==> src/highest_response_ratio_picker_assert.svh <==
// Assertion macros used by the highest response ratio picker.
`ifndef HIGHEST_RESPONSE_RATIO_PICKER_ASSERT_SVH
`define HIGHEST_RESPONSE_RATIO_PICKER_ASSERT_SVH

`ifndef SYNTH

`define HRRP_ASSERT_SAME(lbl, clk, rst_n, ante, cons) \
    lbl: assert property (@(posedge clk) disable iff (!rst_n) (ante) |-> (cons)) \
        else $error("same-cycle check failed");

`define HRRP_ASSERT_NEXT(lbl, clk, rst_n, ante, cons) \
    lbl: assert property (@(posedge clk) disable iff (!rst_n) (ante) |=> (cons)) \
        else $error("next-cycle check failed");

`else

`define HRRP_ASSERT_SAME(lbl, clk, rst_n, ante, cons)

`define HRRP_ASSERT_NEXT(lbl, clk, rst_n, ante, cons)

`endif

`endif

==> src/hrrp_pkg.sv <==
`timescale 1ns / 1ps

package hrrp_pkg;

    localparam logic KIND_UPDATE   = 1'b0;
    localparam logic KIND_SCHEDULE = 1'b1;

    localparam logic [15:0] HALVED_RUN_TIME  = 16'd200;
    localparam logic [15:0] HALVED_RUN_VALUE = 16'd100;

    typedef struct packed {
        logic        kind;
        logic [3:0]  query_index;
        logic        eligible;
        logic [15:0] exec_len;
        logic [31:0] tick_now;
    } t_req;

    typedef struct packed {
        logic [3:0] chosen_query;
        logic       none_chosen;
    } t_rsp;

    typedef struct packed {
        logic        calc;
        logic        running;
        logic        upd_we;
        logic        stop_we;
        logic        elig;
        logic [15:0] exec_len;
    } t_cell_ctl;

    function automatic logic [15:0] scored_rt(input logic [15:0] rt);
        logic [15:0] res;
        begin
            if (rt == HALVED_RUN_TIME) begin
                res = HALVED_RUN_VALUE;
            end else if (rt == 16'd0) begin
                res = 16'd1;
            end else begin
                res = rt;
            end
            return res;
        end
    endfunction

endpackage

==> src/hrrp_cell.sv <==
`timescale 1ns / 1ps

module hrrp_cell
    import hrrp_pkg::*;
#(
    parameter int TIME_BITS = 32,
    parameter int IDX_W     = 4,
    parameter int CELL_IDX  = 0
) (
    input  logic                 i_clk,
    input  logic                 i_rst_n,
    input  t_cell_ctl            i_ctl,
    input  logic [TIME_BITS-1:0] i_now,
    input  logic                 i_tok_valid,
    input  logic                 i_tok_have,
    input  logic [IDX_W-1:0]     i_tok_idx,
    input  logic [TIME_BITS-1:0] i_tok_wait,
    input  logic [15:0]          i_tok_rt,
    output logic                 o_tok_valid,
    output logic                 o_tok_have,
    output logic [IDX_W-1:0]     o_tok_idx,
    output logic [TIME_BITS-1:0] o_tok_wait,
    output logic [15:0]          o_tok_rt,
    output logic                 o_eligible
);

    localparam int PW = TIME_BITS + 16;
    localparam logic [IDX_W-1:0] MY_IDX = IDX_W'(CELL_IDX);

    logic                 r_elig;
    logic [15:0]          r_rt;
    logic [TIME_BITS-1:0] r_stop;
    logic [TIME_BITS-1:0] r_wait;
    logic                 r_tok_valid;
    logic                 r_tok_have;
    logic [IDX_W-1:0]     r_tok_idx;
    logic [TIME_BITS-1:0] r_tok_wait;
    logic [15:0]          r_tok_rt;

    logic [15:0] rt_s;
    logic [PW-1:0] lhs;
    logic [PW-1:0] rhs;
    logic win;

    always_comb begin
        rt_s = scored_rt(r_rt);
        lhs  = PW'(r_wait) * PW'(i_tok_rt);
        rhs  = PW'(i_tok_wait) * PW'(rt_s);
        win  = r_elig && (lhs > rhs);
    end

    always_ff @(posedge i_clk) begin
        if (!i_rst_n) begin
            r_elig      <= 1'b0;
            r_rt        <= 16'd1;
            r_stop      <= '0;
            r_tok_valid <= 1'b0;
        end else begin
            if (i_ctl.upd_we) begin
                r_elig <= i_ctl.elig;
                r_rt   <= i_ctl.exec_len;
            end
            if (i_ctl.stop_we) begin
                r_stop <= i_now;
            end
            r_tok_valid <= i_tok_valid;
        end
    end

    always_ff @(posedge i_clk) begin
        if (i_ctl.calc) begin
            r_wait <= i_ctl.running ? '0 : i_now - r_stop;
        end
        if (i_tok_valid) begin
            if (win) begin
                r_tok_have <= 1'b1;
                r_tok_idx  <= MY_IDX;
                r_tok_wait <= r_wait;
                r_tok_rt   <= rt_s;
            end else begin
                r_tok_have <= i_tok_have;
                r_tok_idx  <= i_tok_idx;
                r_tok_wait <= i_tok_wait;
                r_tok_rt   <= i_tok_rt;
            end
        end
    end

    assign o_tok_valid = r_tok_valid;
    assign o_tok_have  = r_tok_have;
    assign o_tok_idx   = r_tok_idx;
    assign o_tok_wait  = r_tok_wait;
    assign o_tok_rt    = r_tok_rt;
    assign o_eligible  = r_elig;

endmodule

==> config.mk <==
export PLATFORM = sky130hd
export DESIGN_NAME = hrrp_cell
export DESIGN_NICKNAME = d
export VERILOG_FILES = /design/src/highest_response_ratio_picker_assert.svh /design/src/hrrp_pkg.sv /design/src/hrrp_cell.sv
export SDC_FILE = /design/constraint.sdc
export NUM_CORES = 2
export LEC_CHECK = 0
export ABC_AREA = 1
export CAP_MARGIN = 20
export CORE_MARGIN = 2
export CORE_UTILIZATION = 70
export DETAILED_ROUTE_END_ITERATION = 8
export DONT_BUFFER_PORTS = 1
export MAX_ROUTING_LAYER = met4
export PLACE_DENSITY_LB_ADDON = 0.15
export SYNTH_ARGS = -nofsm -noshare
export SYNTH_HDL_FRONTEND = slang
export SYNTH_SLANG_ARGS = --single-unit
==> constraint.sdc <==
create_clock -name i_clk -period 18.6 [get_ports i_clk]
set_input_delay 1.86 -clock i_clk [delete_from_list [all_inputs] [get_ports i_clk]]
set_output_delay 1.86 -clock i_clk [all_outputs]
set_load 0.03 [all_outputs]
==> metrics.csv <==
stage,metric,value,unit
synth,synth.top_cell.area_share,40.0,%
routing,post_drt_via_cell_ratio,5.74,
synth,ys_async_sr_fraction,0,%
worst_setup_path,cp-start-kind,register,
grt,grt_antenna_before_repair,3,
floorplanning,design.die.area,61800,um2
timing,min_period,9.62,ns
grt,grt_max_degree,55,
worst_setup_path,cpMostUsedCell,nand2_1,
routing,vias,35400,
finish,multiInputGateArea,32100,um2
synth,ys_ff_latch,135,
synth,synthCells,5612,
routing,initialDrtViolationCount,2900,
worst_hold_path,worstHoldPathType,register to register,
synth,synth_top_cell_by_area,fa_1,
routing,drt_wl_total,120,mm
clocking,clk_pin_slew,0.07,ns
run,max_cap_viol_count,0,
timing,finalHoldViolCount,0,
worst_setup_path,crit_arrival,9.84,ns
floorplanning,initial_utilization,70.8,%
clocking,cts_sinks,135,
synth,yosys_warnings,0,
worst_setup_path,criticalPathCategory,register to register,
synth,synth_edf_count,85,
finish,seq_area,3550,um2
timing,post-route-period-util,51.7,%
worst_setup_path,cp_slowest_cell,inv_2,
floorplanning,rows,89,
routing,wire_per_inst,19.4,um
floorplanning,core_area,59100,um2
floorplanning,floorplan.io_pins,164,
timing,max_slew_margin,18.1,%
timing,timing.hold.ws,0.460,ns
grt,grt_pass1_vias,37200,
worst_setup_path,end_kind,register,
placed_design,numPortBuffers,0,
synth,avgSynthCellArea,7.46,um2
clocking,clock_path_buffers,2,
clocking,post_cts_buffers,0,
worst_setup_path,cp.required,18.83,ns
worst_setup_path,critPathMaxFanout,49,
floorplanning,die_width,249,um
timing,slew_viol_final,0,
timing,rsz0062_at_grt,no,
worst_setup_path,rr_worst_depth,35,
finish,final_nets,6652,
clocking,ctsHoldBuffers,0,
placed_design,place_congestion,1.01,
timing,setup_violations,0,
synth,ys_top_cells_by_count,"nand2_1 (1686), inv_1 (1367), fa_1 (837)",
grt,gr-total-overflow,0,
clocking,h-tree-depth,4,
routing,antenna_left,0,
synth,synth_area_leaders,"fa_1 (40%), nand2_1 (15%), inv_1 (12%), ha_1 (9.5%), edfxtp_1 (6.1%)",
routing,first_pass_iters,9,
placed_design,hpwl,95.4,mm
timing,tightest_slew,1.23,ns
finish,syn_to_final_growth,1.80,%
synth,synth.most_common_cell,nand2_1,
worst_setup_path,cpPeakStageDelay,0.62,ns
worst_hold_path,hold_depth,2,
grt,grt_pass1_wl,195,mm
synth,syn_nets,6877,
finish,drive_above_1_share,1.26,%
finish,fillCellCount,4774,
clocking,cts_tree,built,
floorplanning,fp.dieH,249,um
clocking,numCtsBuffers,17,
grt,grtUsageTotal,41.7,%
timing,fin_skew,0.0320,ns
synth,synth_cell_types,35,
clocking,cts_resized,0,
routing,drc,20,
clocking,root_buffer,clkbuf_16,
timing,final.setup.tns,0,ns
run_status,outcome,"finished, violations left",
synth,synth_area,41900,um2
clocking,clock_latency,0.50,ns
timing,fmax,104,MHz
run_status,failed_checks,DRC,
synth,yosysSeqAreaShare,8.49,%
synth,ys.flop_type,edfxtp_1,
[worst max-delay path: cells and delay by family (launching register included)]
kind,cells,cell delay (ns)
buffers and inverters,7,1.38
AO/OA/AOI/OAI,3,0.85
adder cells (fa/ha/maj),8,3.68
flip-flops,1,0.32
AND/OR/NAND/NOR,16,2.89
XOR/XNOR,1,0.20
[flip-flops by register name (all words and copies together) (netlist names)]
register,flops
o_tok_rt,16
o_eligible,1
o_tok_have,1
r_rt,16
r_wait,32
o_tok_idx,4
o_tok_valid,1
o_tok_wait,32
r_stop,32
[cells in the final DEF, fill, tap and decap left out, types with 4 or more instances in the layout]
cell	n
buf_4	26
inv_1	1367
inv_6	5
clkbuf_16	19
xnor2_1	28
nor2_1	292
nor3_1	18
xor2_1	34
dfxtp_1	50
and2_1	5
nand4_1	32
nand3b_1	9
o21a_1	17
edfxtp_1	85
nand2_1	1686
nand3_1	133
o211ai_1	5
a21boi_0	4
ha_1	319
o21ai_0	146
o21bai_1	7
a21o_1	5
nor4_1	5
fa_1	837
a21oi_1	243
[area by class of cell]
| type | instances | area share [%] |
|---|---|---|
| clock buffer | 22 | 1.19 |
| clock inverter | 10 | 0.299 |
| inverter | 1372 | 12.1 |
| sequential | 135 | 8.34 |
| tap | 773 | 2.27 |
| antenna | 1 | 0.00587 |
| multi-input combinational | 3835 | 75.4 |
| timing repair buffer | 26 | 0.458 |
[path summary, 6_finish.rpt]
kind	from	end	slack, ns
worst min-delay path	r_stop[22]	r_stop[22]	0.46
worst min register to register	r_stop[22]	r_stop[22]	0.46
worst max register to register	r_rt[1]	o_tok_rt[6]	8.98
worst max-delay path	r_rt[1]	o_tok_rt[6]	8.98
[logic make-up (layout without fill, tap and decap cells)]
group / after synthesis / in the layout / share of synthesized area [%]
buffers and inverters: 1642 / 1430 / 14.8
other: 0 / 1 / 0
adder cells (fa/ha/maj): 1156 / 1156 / 49.6
flip-flops: 135 / 135 / 8.49
AND/OR/NAND/NOR: 2188 / 2188 / 20.5
XOR/XNOR: 62 / 62 / 1.30
AO/OA/AOI/OAI: 429 / 429 / 5.37
[per-stage QoR]
stage	setup slack, ns	cell area, um2	utilization [%]	std cells
after CTS	9.18	42600	72.1	6173
after global routing	8.49	42600	72.1	6174
after floorplan	10.23	41900	-	5612
final	8.98	42600	72.1	6174
after detailed placement	9.25	42000	71.0	6141
after global placement	9.29	42000	71.0	6141
[layer usage]
metal / global-route usage (%) / vias to the layer above / routed length [um]
met5: - / - / 0
met4: 16.3 / 0 / 5520
met3: 8.22 / 404 / 13500
met2: 64.6 / 2092 / 54500
met1: 54.8 / 17000 / 46100
li1: - / 15900 / -
Power is not shown: default switching activity piles up to over one toggle a cycle in this logic, so the estimate is an artifact.
